### config.mk
export PLATFORM = sky130hd
export DESIGN_NAME = decimal_amount_parser_top
export DESIGN_NICKNAME = d
export VERILOG_FILES = /design/src/hdl/dap_pkg.sv /design/src/hdl/decimal_amount_parser_top.sv
export SDC_FILE = /design/constraint.sdc
export NUM_CORES = 1
export LEC_CHECK = 0
export ABC_AREA = 1
export BUFFER_PORTS_ARGS = -buffer_cell sky130_fd_sc_hd__buf_2
export CORE_MARGIN = 1
export CORE_UTILIZATION = 60
export CTS_CLUSTER_DIAMETER = 40
export CTS_CLUSTER_SIZE = 20
export DETAILED_ROUTE_END_ITERATION = 10
export PLACE_DENSITY_LB_ADDON = 0.2
export REMOVE_ABC_BUFFERS = 1
export SYNTH_ARGS = -nofsm -noshare
export SYNTH_HDL_FRONTEND = slang
export SYNTH_SLANG_ARGS = --single-unit
export TNS_END_PERCENT = 20
### constraint.sdc
create_clock -name clk -period 13 [get_ports clk]
set_clock_uncertainty 0.15 [all_clocks]
set_input_delay 0.65 -clock clk [delete_from_list [all_inputs] [get_ports clk]]
set_output_delay 0.65 -clock clk [all_outputs]
set_load 0.05 [all_outputs]
### src/hdl/dap_pkg.sv
// Shared types and constants of the decimal amount parser.
// No dependencies; used by the top level and its checker.
package dap_pkg;

    localparam int unsigned CHAR_W     = 8;
    localparam int unsigned STATUS_W   = 3;
    localparam int unsigned AMOUNT_W   = 47;
    localparam int unsigned COUNT_W    = 5;
    localparam int unsigned POS_W      = 6;
    localparam int unsigned MAX_DIG_W  = 4;
    localparam int unsigned OUT_DATA_W = 56;

    localparam logic [CHAR_W-1:0] CHAR_NUL   = 8'h00;
    localparam logic [CHAR_W-1:0] CHAR_POINT = 8'h2E;
    localparam logic [CHAR_W-1:0] CHAR_ZERO  = 8'h30;
    localparam logic [CHAR_W-1:0] CHAR_NINE  = 8'h39;

    localparam logic [MAX_DIG_W-1:0] MAX_DIG_RESET   = 4'd12;
    localparam logic [COUNT_W-1:0]   FRACTION_DIGITS = 5'd2;
    localparam logic [COUNT_W-1:0]   COUNT_MAX       = 5'd31;
    localparam logic [POS_W-1:0]     POS_MAX         = 6'd63;
    localparam logic [AMOUNT_W-1:0]  VALUE_LIMIT     = 47'd99999999999999;

    typedef enum logic [STATUS_W-1:0] {
        ST_OK       = 3'd0,
        ST_EMPTY    = 3'd1,
        ST_BAD      = 3'd2,
        ST_DECIMALS = 3'd3,
        ST_DIGITS   = 3'd4,
        ST_LONG     = 3'd5
    } status_t;

    // Packed result; first member sits in the highest bits.
    typedef struct packed {
        logic                has_point;
        logic [COUNT_W-1:0]  integer_digits;
        logic [AMOUNT_W-1:0] amount_value;
        status_t             status;
    } result_t;

endpackage

### src/hdl/decimal_amount_parser_top.sv
// Decimal amount parser: top level with parse state and a two-entry result buffer.
// Depends on dap_pkg.
//
// Usage:
//   s_axis carries the amount string, one character per item in tdata[7:0];
//   a zero byte ends the string. Every item is parsed in the cycle it is
//   accepted, so one item per cycle is sustained while s_axis_tready is high.
//   m_axis carries one result item per terminator; one accepted while the output
//   register is empty or draining sets m_axis_tvalid in the next cycle.
//   Non-terminator items give no result. Each step is one multiply-by-ten-and-add
//   on the 47-bit running value plus a compare against the value limit.
//   cfg_wr_en / cfg_wr_data write max_integer_digits (reset value 12); write
//   it only while no string is in progress.
//   Reset clears the parse state and the result buffer; the register returns
//   to 12.
//   When the receiver stalls, a result waits in the output register and a
//   second one can land in the skid register, so input keeps flowing until
//   both are full; s_axis_tready then drops until the output drains.
module decimal_amount_parser_top #(
    parameter int unsigned MAX_LEN = 32
) (
    input  logic                           clk,
    input  logic                           rst_n,
    // configuration
    input  logic                           cfg_wr_en,
    input  logic [dap_pkg::MAX_DIG_W-1:0]  cfg_wr_data,
    // character stream
    input  logic                           s_axis_tvalid,
    output logic                           s_axis_tready,
    input  logic [dap_pkg::CHAR_W-1:0]     s_axis_tdata,   // [7:0] char_byte
    // result stream
    output logic                           m_axis_tvalid,
    input  logic                           m_axis_tready,
    // [2:0] status, [49:3] amount_value, [54:50] integer_digits, [55] has_point
    output logic [dap_pkg::OUT_DATA_W-1:0] m_axis_tdata
);

    localparam logic [dap_pkg::POS_W-1:0] LAST_POS = dap_pkg::POS_W'(MAX_LEN - 1);
    localparam int unsigned PROD_W = dap_pkg::AMOUNT_W + 4;

    // configuration register
    logic [dap_pkg::MAX_DIG_W-1:0] max_dig_reg;

    // parse state
    logic [dap_pkg::POS_W-1:0]    position_reg,   position_next;
    logic                         point_seen_reg, point_seen_next;
    logic [dap_pkg::COUNT_W-1:0]  frac_cnt_reg,   frac_cnt_next;
    logic [dap_pkg::COUNT_W-1:0]  whole_cnt_reg,  whole_cnt_next;
    dap_pkg::status_t             error_reg,      error_next;
    logic [dap_pkg::AMOUNT_W-1:0] acc_reg,        acc_next;

    // result buffer
    logic             out_valid_reg, out_valid_next;
    logic             skid_valid_reg, skid_valid_next;
    dap_pkg::result_t out_data_reg, out_data_next;
    dap_pkg::result_t skid_data_reg, skid_data_next;

    logic             in_fire;
    logic             is_term;
    logic             is_point;
    logic             is_digit;
    logic [3:0]       digit;
    logic [PROD_W-1:0] prod;
    logic [dap_pkg::AMOUNT_W-1:0] acc_step;
    logic             push;
    logic             pop;
    dap_pkg::result_t result;
    dap_pkg::status_t status_sel;

    assign s_axis_tready = !skid_valid_reg;
    assign in_fire       = s_axis_tvalid && s_axis_tready;

    assign is_term  = (s_axis_tdata == dap_pkg::CHAR_NUL);
    assign is_point = (s_axis_tdata == dap_pkg::CHAR_POINT) && !point_seen_reg
                      && (position_reg != '0);
    assign is_digit = (s_axis_tdata >= dap_pkg::CHAR_ZERO)
                      && (s_axis_tdata <= dap_pkg::CHAR_NINE);
    assign digit    = s_axis_tdata[3:0];

    // acc * 10 + digit as two shifted copies and the digit, summed with two adds
    assign prod = {acc_reg, 3'b000} + {2'b00, acc_reg, 1'b0} + PROD_W'(digit);
    assign acc_step = (prod > PROD_W'(dap_pkg::VALUE_LIMIT))
                      ? (dap_pkg::VALUE_LIMIT + dap_pkg::AMOUNT_W'(1))
                      : prod[dap_pkg::AMOUNT_W-1:0];

    // status at the terminator, highest precedence first
    always_comb
    begin
        priority if (error_reg != dap_pkg::ST_OK)
            status_sel = error_reg;
        else if (position_reg == '0)
            status_sel = dap_pkg::ST_EMPTY;
        else if (point_seen_reg && (frac_cnt_reg != dap_pkg::FRACTION_DIGITS))
            status_sel = dap_pkg::ST_DECIMALS;
        else if (whole_cnt_reg > {1'b0, max_dig_reg})
            status_sel = dap_pkg::ST_DIGITS;
        else if (acc_reg > dap_pkg::VALUE_LIMIT)
            status_sel = dap_pkg::ST_DIGITS;
        else
            status_sel = dap_pkg::ST_OK;
    end

    always_comb
    begin
        result.status         = status_sel;
        result.amount_value   = (status_sel == dap_pkg::ST_OK) ? acc_reg : '0;
        result.integer_digits = whole_cnt_reg;
        result.has_point      = point_seen_reg;
    end

    // parse state update
    always_comb
    begin
        position_next   = position_reg;
        point_seen_next = point_seen_reg;
        frac_cnt_next   = frac_cnt_reg;
        whole_cnt_next  = whole_cnt_reg;
        error_next      = error_reg;
        acc_next        = acc_reg;
        if (in_fire)
        begin
            priority if (is_term)
            begin
                // start over for the next string
                position_next   = '0;
                point_seen_next = 1'b0;
                frac_cnt_next   = '0;
                whole_cnt_next  = '0;
                error_next      = dap_pkg::ST_OK;
                acc_next        = '0;
            end
            else if (error_reg != dap_pkg::ST_OK)
            begin
                // drop everything up to the terminator
            end
            else if (!is_point && !is_digit)
                error_next = dap_pkg::ST_BAD;
            else if (position_reg >= LAST_POS)
                error_next = dap_pkg::ST_LONG;
            else
            begin
                if (is_point)
                    point_seen_next = 1'b1;
                else
                begin
                    acc_next = acc_step;
                    if (point_seen_reg)
                        frac_cnt_next = (frac_cnt_reg == dap_pkg::COUNT_MAX)
                                        ? frac_cnt_reg : frac_cnt_reg + 1'b1;
                    else
                        whole_cnt_next = (whole_cnt_reg == dap_pkg::COUNT_MAX)
                                         ? whole_cnt_reg : whole_cnt_reg + 1'b1;
                end
                position_next = (position_reg == dap_pkg::POS_MAX)
                                ? position_reg : position_reg + 1'b1;
            end
        end
    end

    // result buffer: output register backed by one skid entry
    assign push = in_fire && is_term;
    assign pop  = out_valid_reg && m_axis_tready;

    always_comb
    begin
        out_valid_next  = out_valid_reg;
        skid_valid_next = skid_valid_reg;
        out_data_next   = out_data_reg;
        skid_data_next  = skid_data_reg;
        if (!out_valid_reg || pop)
        begin
            if (skid_valid_reg)
            begin
                // advance the waiting result
                out_valid_next  = 1'b1;
                out_data_next   = skid_data_reg;
                skid_valid_next = push;
                skid_data_next  = result;
            end
            else
            begin
                out_valid_next = push;
                out_data_next  = result;
            end
        end
        else if (push)
        begin
            // hold the new result behind the stalled one
            skid_valid_next = 1'b1;
            skid_data_next  = result;
        end
    end

    always_ff @(posedge clk or negedge rst_n)
    begin
        if (!rst_n)
        begin
            max_dig_reg    <= dap_pkg::MAX_DIG_RESET;
            position_reg   <= '0;
            point_seen_reg <= 1'b0;
            frac_cnt_reg   <= '0;
            whole_cnt_reg  <= '0;
            error_reg      <= dap_pkg::ST_OK;
            acc_reg        <= '0;
            out_valid_reg  <= 1'b0;
            skid_valid_reg <= 1'b0;
        end
        else
        begin
            if (cfg_wr_en)
                max_dig_reg <= cfg_wr_data;
            position_reg   <= position_next;
            point_seen_reg <= point_seen_next;
            frac_cnt_reg   <= frac_cnt_next;
            whole_cnt_reg  <= whole_cnt_next;
            error_reg      <= error_next;
            acc_reg        <= acc_next;
            out_valid_reg  <= out_valid_next;
            skid_valid_reg <= skid_valid_next;
        end
    end

    always_ff @(posedge clk)
    begin
        out_data_reg  <= out_data_next;
        skid_data_reg <= skid_data_next;
    end

    assign m_axis_tvalid = out_valid_reg;
    assign m_axis_tdata  = out_data_reg;

endmodule

==> results of run 1 <==
==> report_power, final <==
group	switching [uW]	leakage [uW]	internal [uW]
Sequential	28.2	0.00216	644
Combinational	259	0.00541	112
Clock	239	0.000276	254
Total	525	0.00785	1010
==> layer usage <==
layer  GRT usage [%]  up-vias  share of wire, %
met3            3.34       81               6.1
li1                -     6071                 -
met4            13.1        0               3.4
met5               0        -                 0
met1            45.9     5596                45
met2            53.3      471                45
==> layout by cell type (no fill, tap or decap), types with 28 or more instances in the layout <==
master,n
nand2_1,728
buf_2,74
ha_1,104
dfrtp_1,69
a21oi_1,51
nand4_1,28
o21ai_0,42
edfxtp_1,112
nor2_1,171
inv_1,298
nand3_1,67
==> final cells by class <==
class,instances,area (um^2)
well taps,280,350
fillers,1911,7280
inverters,306,1150
multi-input cells,1350,6870
repair buffers,84,445
flip-flops and latches,184,5170
clock inverters,14,134
clock buffers,18,429
==> path summary, 6_finish.rpt <==
check | depth (start not counted) | endpoint | startpoint
min in group clk | 3 | max_dig_reg[1] | cfg_wr_data[1]
worst min register to register | 0 | skid_data_reg[53] | whole_cnt_reg[3]
max in group asynchronous | 2 | skid_valid_reg | rst_n
worst max-delay path | 27 | acc_reg[19] | acc_reg[2]
worst min-delay path | 2 | error_reg[0] | rst_n
worst max register to register | 27 | acc_reg[19] | acc_reg[2]
==> cell families after synthesis <==
kind of cell	Yosys count
AO/OA/AOI/OAI	133
adder cells (fa/ha/maj)	106
AND/OR/NAND/NOR	1105
XOR/XNOR	5
buffers and inverters	339
multiplexers	1
flip-flops	184
==> stage by stage <==
step / setup WS (ns) / cells / hold slack [ns] / instance area [um^2]
after floorplan: 5.99 / 1840 / 0.204 / 13200
after global placement: 8.32 / 2204 / 0.312 / 14000
after detailed placement: 8.19 / 2204 / 0.320 / 14000
after CTS: 8.53 / 2236 / 0.267 / 14500
after global routing: 8.05 / 2236 / 0.295 / 14500
final: 8.45 / 2236 / 0.276 / 14500
==> worst register-to-register path, stage by stage, from the launching register on <==
cell and delay [ns]:
dfrtp_1 0.45, inv_1 0.13, fa_1 0.50, inv_1 0.07, ha_1 0.32, nand3_1 0.11
nand2_1 0.17, nand2_1 0.10, nand2_2 0.10, nand2_1 0.07, nand2_1 0.16, nand2_1 0.10
nand2_1 0.08, nand2_1 0.04, nand2_1 0.14, nand2_1 0.11, nor2_2 0.14, nand2_1 0.07
nand2_1 0.06, nand2_1 0.05, clkinv_1 0.04, nand2_1 0.04, nand2_1 0.06, nand2_1 0.06
nand2_2 0.83, nand2_1 0.14, nand2_1 0.10, nand2_1 0.05
==> key figures, run 1 <==
Timing
  – Fin Setup TNS: 0 ns
  – Endpoints failing setup: 0
  – Final Hold Fails: 0
  – Slew Limit Fails: 0
  – Worst-Margin Slew: approximately 1.1 ns
  – Max_slew headroom: 23.5%
  – RSZ-0062 raised after global routing: no
  – Max Fclk: approximately 220 MHz
  – Fin crit share: a little over a third
  – Final min period: 4.55 ns

Pwr
  – Max IR drop VDD: 0.0737 mV
  – Leakage: just under 0.008 uW
  – Total power: approximately 1500 uW
  – PwrDens: 106 nW/um^2

Synthesis
  – Area contributors post-synth: edfxtp_1 25%, nand2_1 20%, dfrtp_1 13%
  – Compound-Gate Fraction of Synth Area: under 10%
  – Syn Inst Count: between 1500 and 2000
  – Post-Synth XOR/XNOR Area: 0.328%
  – Post-Synthesis Cell Area: 13400 um^2
  – Synth cell types: 52
  – Most frequent cell after synthesis: nand2_1
  – Primary FF master, synth: edfxtp_1
  – Ys Warns: 0
  – Portion of netlist area occupied by mux cells: less than 1%
  – Post-synth EDFFs: roughly 110
  – Yosys top cell area share: about a quarter
  – Synthesized flop and latch total: 184
  – Synth Area in Adders: between 10 and 15%
  – Syn avg cell area: roughly 7 um^2
  – Simple-Gate Fraction of Synth Area: between 30% and 40%
  – Post-synth top cells: 729 x nand2_1, 298 x inv_1, 171 x nor2_1
  – Yosys top cell by area: edfxtp_1
  – Dominant combinational cell family by area after synthesis: simple AND/OR/NAND/NOR gates
  – Async SR Flop Fraction: approximately two fifths
  – Sequential area share after synthesis: approximately two fifths

Place
  – Detailed Place HPWL: 28000 um
  – Placer Congestion: about 0.9
  – Buffers on Ports: 74

Route
  – DRT antenna net count: 0
  – Routed len/inst: roughly 16 um
  – First DRT Iteration DRCs: around 1100
  – Total number of vias: 12200
  – Initial DRT Pass Iterations: 5
  – Drt drc: 0
  – Drt total wl: about 36000 um
  – Via density: about 5.5

CTS
  – Clk_lat worst skew: 0.44 ns
  – # clock sinks: roughly 180
  – H-Tree Depth: 4
  – CTS resizes: 0
  – Max clock buf depth: 2
  – Clock root buffer: clkbuf_16
  – Clk slew on worst S/H paths: 0.08 ns
  – Hold_buf cts: 0
  – CTS Buf Count: 17
  – Number of post-CTS setup repair buffers: 0
  – CTS tree: yes

Worst setup path
  – CP max-delay cell: nand2_2
  – Worst Path Required: around 13 ns
  – Most used cell, CP: nand2_1
  – Reg-to-reg slack, setup: 8.45 ns
  – CP max stage delay: 0.83 ns
  – Top Family by Delay on Critical Path: simple AND/OR/NAND/NOR gates
  – Startpoint Class: flop
  – Crit Path Category: flop to flop
  – CP max FO: 47
  – Critical path buffers and inverters: 3
  – CP endpoint kind: flop
  – Worst EP arrival: 4.72 ns

Final layout
  – ANT cells: 0
  – Layout cells sized above 1: 10.1%
  – P&R area growth vs syn: 8.91%
  – Final #Nets: just over 2000
  – Final Core Density: 66.6%

GRT
  – Total gr overflow: 0
  – Initial antenna violation count: 0
  – Vias in the first global route: about 12000
  – Largest net degree at the start of global routing: 73
  – All-Layer GR Usage: between 30% and 40%
  – Global-route wire length before repair: roughly 58000 um

Die
  – CORE AREA: approximately 22000 um^2
  – IO Pins: 75
  – Die Span Y: between 150 and 200 um
  – Die footprint: ~23000 um^2
  – Num rows: 54
  – Initial Util: just over 60%
  – Chip Width: around 150 um

Job
  – Maxcap violations: 0

Min path
  – Class of the worst hold path: primary input to asynchronous set/reset pin

Run status
  – Outcome: completed
No activity file was read; power rests on OpenSTA's default activity.
==> run 2: changes to the inputs <==
==> constraint.sdc (replaced) <==
create_clock -name clk -period 4.3 [get_ports clk]
set_clock_uncertainty 0.15 [all_clocks]
set_input_delay 0.215 -clock clk [delete_from_list [all_inputs] [get_ports clk]]
set_output_delay 0.215 -clock clk [all_outputs]
set_load 0.05 [all_outputs]
==> run 2 against run 1 <==
Sequential share of layout area fell by 0.66 points. Critical endpoint is now acc_reg[17]. Largest cell class unchanged. Wire length rose by 1.6%. Register-to-register slack got worse by 8.1 ns. Flip-flop and latch count did not move. Critical path depth fell by 3.
==> key figures, run 2 (synthesis gave the netlist of run 1 again) <==
Run status
  – Outcome: completed

Place
  – Placer Congestion: 0.960 (+6.2%)
  – Placed inst area: 14000 um^2 (+0.34%)
  – Buffers on Ports: 74 (unchanged)
  – Detailed Place HPWL: 28200 um (+0.66%)

Timing
  – Fin crit share: 91.9% (+57 points)
  – Max_slew headroom: 36.4% (+13 points)
  – Final min period: 3.95 ns (-0.600 ns)
  – Hold WS: 0.106 ns (-0.171 ns)
  – Final Hold Fails: 0 (unchanged)
  – Slew Limit Fails: 0 (unchanged)
  – Fin Setup TNS: 0 ns (unchanged)
  – Endpoints failing setup: 0 (unchanged)
  – Max Fclk: 253 MHz (+15%)
  – Worst-Margin Slew: 0.954 ns (-0.190 ns)

Route
  – Drt total wl: 36900 um (+1.6%)
  – First DRT Iteration DRCs: 944 (-11%)
  – Initial DRT Pass Iterations: 6 (+1)
  – Total number of vias: 12300 (+1.1%)
  – DRT antenna net count: 0 (unchanged)
  – Drt drc: 0 (unchanged)
  – Routed len/inst: 16.3 um (+0.70%)
  – Via density: 5.47 (+0.16%)

Final layout
  – Layout cells sized above 1: 10.3% (+0.20 points)
  – Design area: 14800 um^2 (+1.9%)
  – Final Core Density: 67.9% (+1.3 points)
  – Commonest non-fill, non-tap cells in the layout: 728 x nand2_1, 298 x inv_1, 171 x nor2_1
  – Most common cell after layout, fill and taps aside: nand2_1
  – P&R area growth vs syn: 11.0%
  – ANT cells: 0 (unchanged)
  – Final #Nets: 2086 (+0.97%)

CTS
  – Max clock buf depth: 2 (unchanged)
  – Clk_lat worst skew: 0.43 ns (about the same)
  – CTS Buf Count: 17 (unchanged)
  – H-Tree Depth: 4 (unchanged)
  – Clock root buffer: clkbuf_16
  – Clk slew on worst S/H paths: 0.07 ns (about the same)
  – CTS tree: yes
  – # clock sinks: 184 (unchanged)

Die
  – Die Span Y: 151 um (unchanged)
  – Die footprint: 22900 um^2 (unchanged)
  – CORE AREA: 21800 um^2 (unchanged)
  – Num rows: 54 (unchanged)
  – Initial Util: 61.2% (unchanged)
  – Chip Width: 151 um (unchanged)
  – IO Pins: 75 (unchanged)

Worst setup path
  – Worst Path Required: 4.46 ns (-8.71 ns)
  – Startpoint Class: flop
  – CP max FO: 18 (-62%)
  – CP endpoint kind: flop
  – Worst EP arrival: 4.11 ns (-0.61 ns)
  – Crit Path Category: flop to flop

GRT
  – Vias in the first global route: 11600 (-0.39%)
  – Initial antenna violation count: 0 (unchanged)
  – Total gr overflow: 0 (unchanged)
  – All-Layer GR Usage: 33.4% (+0.25 points)
  – Largest net degree at the start of global routing: 73 (unchanged)
  – Global-route wire length before repair: 58300 um (+0.52%)

Job
  – Maxcap violations: 0 (unchanged)

Pwr
  – Max IR drop VDD: 0.228 mV (+210%)
  – Leakage: 0.00798 uW (+1.6%)
  – PwrDens: 321 nW/um^2 (+200%)

Min path
  – Class of the worst hold path: primary input to flop
run 2: area by class of cell:
cell class | instances | area (um^2)
tap | 280 | 350
sequential | 184 | 5170
inverter | 306 | 1150
clock buffer | 23 | 510
timing repair buffer | 104 | 671
fill | 1909 | 7000
clock inverter | 9 | 97.6
multi-input combinational | 1350 | 6870
run 2: metrics by stage:
step	cells	setup WS (ns)	power (uW)
after CTS	2252	0.215	4740
after floorplan	1840	-2.71	2850
after detailed placement	2207	0.271	3160
final	2256	0.348	4750
after global routing	2256	-0.0423	4970
after global placement	2207	0.375	3140
run 2: path summary, 6_finish.rpt:
path	startpoint	endpoint	slack, ns	cells past startpoint
worst min-delay path	s_axis_tdata[3]	point_seen_reg	0.11	5
worst max register to register	acc_reg[2]	acc_reg[17]	0.35	24
max in group asynchronous	rst_n	skid_valid_reg	2.93	3
min in group asynchronous	rst_n	position_reg[3]	0.38	3
worst min register to register	whole_cnt_reg[0]	skid_data_reg[50]	0.35	0
worst max-delay path	acc_reg[2]	acc_reg[17]	0.35	24
run 2: routing by layer:
layer / part of all wire (%) / track usage [%]
met1: 45 / 46.2
met2: 47 / 55.2
met5: 0 / 0
met3: 5.5 / 2.98
met4: 2.7 / 10.9
run 2: report_power, final:
part	total [uW]	switching (uW)	leakage, uW	internal, uW
clock	1580	667	0.000301	913
sequential	2030	82.4	0.00216	1950
combinational	1140	792	0.00551	352
run 2: critical path: stages, from the launching register on:
cell	delay [ns]
dfrtp_1	0.42
inv_1	0.09
fa_1	0.51
inv_1	0.08
fa_1	0.48
nand2_1	0.11
nand2_1	0.08
nand3_1	0.09
nand2_1	0.11
nand2_1	0.10
nand2_1	0.07
nand2_1	0.10
nand2_1	0.11
nand2_1	0.09
nand2_1	0.05
nand2_1	0.06
nand2_1	0.04
nor2_1	0.16
nand2_1	0.10
nand3b_1	0.23
nand2_4	0.17
buf_12	0.18
nand2_1	0.07
nand2_1	0.07
nand2_1	0.07
run 2: timing repair:
item	4_1_cts	5_1_grt
hold buffers	13	0
endpoints found under the setup margin	0	35
setup buffers	0	3
hold endpoints to repair	75	0
resized for setup	0	1
==> run 3: changes to the inputs <==
==> constraint.sdc (replaced) <==
create_clock -name clk -period 3.8 [get_ports clk]
set_clock_uncertainty 0.15 [all_clocks]
set_input_delay 0.19 -clock clk [delete_from_list [all_inputs] [get_ports clk]]
set_output_delay 0.19 -clock clk [all_outputs]
set_load 0.05 [all_outputs]
==> run 3 against run 2 <==
Clock power is 15% higher. Cell count is 1.6% higher. Fmax is 5.0% higher. Critical endpoint is now acc_reg[21].
==> key figures, run 3 (synthesis gave the netlist of run 1 again) <==
Run status
  – Outcome: completed

Final layout
  – Design area: 15900 um^2 (+7.2%)
  – Layout cells sized above 1: 20.2% (+9.9 points)
  – Non-Filler Instances: 2292 (+1.6%)
  – Most common cell after layout, fill and taps aside: nand2_1
  – ANT cells: 0 (unchanged)
  – P&R area growth vs syn: 18.9%
  – Commonest non-fill, non-tap cells in the layout: 680 x nand2_1, 294 x inv_1, 140 x nor2_1
  – Fill count: 1716 (-10%)
  – Final #Nets: 2122 (+1.7%)

CTS
  – CTS tree: yes
  – Clk_lat worst skew: 0.43 ns (about the same)
  – H-Tree Depth: 4 (unchanged)
  – CTS Buf Count: 17 (unchanged)
  – Max clock buf depth: 2 (unchanged)
  – Clk slew on worst S/H paths: 0.08 ns (about the same)
  – Clock root buffer: clkbuf_16
  – # clock sinks: 184 (unchanged)

Worst setup path
  – CP endpoint kind: flop
  – R2r endpoint: acc_reg[21]
  – CP max FO: 8 (-10)
  – Worst r2r src: acc_reg[2]
  – Reg2Reg Depth: 24 (unchanged)
  – Crit Path Category: flop to flop
  – Worst Path Required: 3.96 ns (-0.50 ns)
  – Worst EP arrival: 3.92 ns (-0.19 ns)
  – Startpoint Class: flop
  – Reg-to-reg slack, setup: 0.04 ns (-0.31 ns)

Timing
  – Fin crit share: 99.0% (+7.1 points)
  – Hold WS: 0.0764 ns (-0.0293 ns)
  – Worst setup margin: 0.0371 ns (-0.311 ns)
  – Fin Setup TNS: 0 ns (unchanged)
  – Max Fclk: 266 MHz (+5.0%)
  – Endpoints failing setup: 0 (unchanged)
  – Final Hold Fails: 0 (unchanged)
  – Max_slew headroom: 20.8% (-16 points)
  – Final min period: 3.76 ns (-0.189 ns)
  – Worst-Margin Slew: 1.19 ns (+0.234 ns)
  – Slew Limit Fails: 0 (unchanged)

Route
  – First DRT Iteration DRCs: 1328 (+41%)
  – DRT antenna net count: 0 (unchanged)
  – Drt drc: 0 (unchanged)
  – Via density: 5.57 (+1.8%)
  – Routed len/inst: 17.6 um (+7.9%)
  – Drt total wl: 40400 um (+9.7%)
  – Total number of vias: 12800 (+3.4%)
  – Initial DRT Pass Iterations: 6 (unchanged)

Min path
  – Class of the worst hold path: primary input to flop
  – Min-delay src: s_axis_tdata[1]
  – Worst min-delay path endpoint: acc_reg[1]
  – Worst Hold Depth: 4 (-1)

GRT
  – Total gr overflow: 0 (unchanged)
  – Largest net degree at the start of global routing: 61 (-16%)
  – Vias in the first global route: 11800 (+1.6%)
  – All-Layer GR Usage: 34.9% (+1.5 points)
  – Initial antenna violation count: 1 (+1)
  – Global-route wire length before repair: 60100 um (+2.9%)

Die
  – Die footprint: 22900 um^2 (unchanged)
  – CORE AREA: 21800 um^2 (unchanged)
  – IO Pins: 75 (unchanged)
  – Chip Width: 151 um (unchanged)
  – Initial Util: 61.2% (unchanged)
  – Die Span Y: 151 um (unchanged)
  – Num rows: 54 (unchanged)

Place
  – Detailed Place HPWL: 29700 um (+5.3%)
  – Cells after DPL: 2236 (+1.3%)
  – Placed inst area: 14300 um^2 (+1.6%)
  – Placer Congestion: 0.986 (+2.6%)
  – Buffers on Ports: 74 (unchanged)
  – Post-place setup slack: 0.00244 ns (-0.269 ns)

Pwr
  – PwrDens: 356 nW/um^2 (+11%)
  – Max IR drop VDD: 0.375 mV (+65%)
  – Leakage: 0.00820 uW (+2.8%)

Job
  – Maxcap violations: 0 (unchanged)
[run 3: cell types whose count changed in the layout (fill, tap and decap cells not counted), sizes merged]
cell and change:
clkinv +1, clkbuf +2, bufinv -1, buf +34
[run 3: repair_timing]
action	CTS	global route
gates resized for setup	2	197
cloned	0	4
endpoints found under the hold margin	48	0
endpoints found under the setup margin	4	47
pin swaps	0	45
buffers inserted	0	7
hold buffers	13	0
[run 3: area by class of cell]
type / count / area (um^2) / share of cell area (%)
Tap cell: 280 / 350 / 2.21
Sequential cell: 184 / 5200 / 32.7
Clock inverter: 9 / 70.1 / 0.441
Multi-Input combinational cell: 1350 / 7570 / 47.6
Timing Repair Buffer: 140 / 1000 / 6.33
Clock buffer: 23 / 543 / 3.42
Inverter: 306 / 1150 / 7.25
[run 3: how the worst max path moves through the flow]
stage	cells after the start	to	start
5_1_grt	23	acc_reg[21]	acc_reg[2]
2_1_floorplan	5	skid_data_reg[0]	skid_valid_reg
4_1_cts	28	acc_reg[22]	acc_reg[0]
6_report	24	acc_reg[21]	acc_reg[2]
3_5_place_dp	20	acc_reg[22]	acc_reg[28]
3_3_place_gp	20	acc_reg[19]	acc_reg[28]
[run 3: through the flow]
stage | utilization, % | power (uW)
CTS | 68.8 | 5420
floorplan | - | 3220
detailed placement | 65.3 | 3630
global route | 72.8 | 5880
finish | 72.8 | 5660
global placement | 65.3 | 3590
[run 3: report_power, final]
| part | switching [uW] | internal [uW] | total [uW] |
|---|---|---|---|
| Sequential | 91.3 | 2210 | 2300 |
| Clock | 781 | 1030 | 1810 |
| Combinational | 1030 | 521 | 1550 |
[run 3: worst max-delay path, cell delays in order, from the launching register on]
cell	delay [ns]
dfrtp_1	0.37
inv_2	0.05
fa_2	0.60
inv_4	0.06
fa_2	0.39
nand2_2	0.11
nand2_2	0.10
nand3_2	0.12
nand2_4	0.09
nand2_4	0.11
buf_4	0.10
nand3b_1	0.06
nand2_1	0.09
nand3_1	0.12
nand2_1	0.10
nand3_1	0.15
nand4_1	0.14
nand2_1	0.08
nand2_1	0.09
nand2_2	0.09
nand2_8	0.14
buf_12	0.14
nand2_1	0.05
nand2_1	0.07
nand2_1	0.06
[run 3: layer usage]
layer	share of wire (%)	global-route usage [%]	vias to the layer above
met5	0	0	-
met1	41	46.9	5933
met2	48	57.6	566
met3	7.8	4.52	90
li1	-	-	6177
met4	3.2	12.9	0
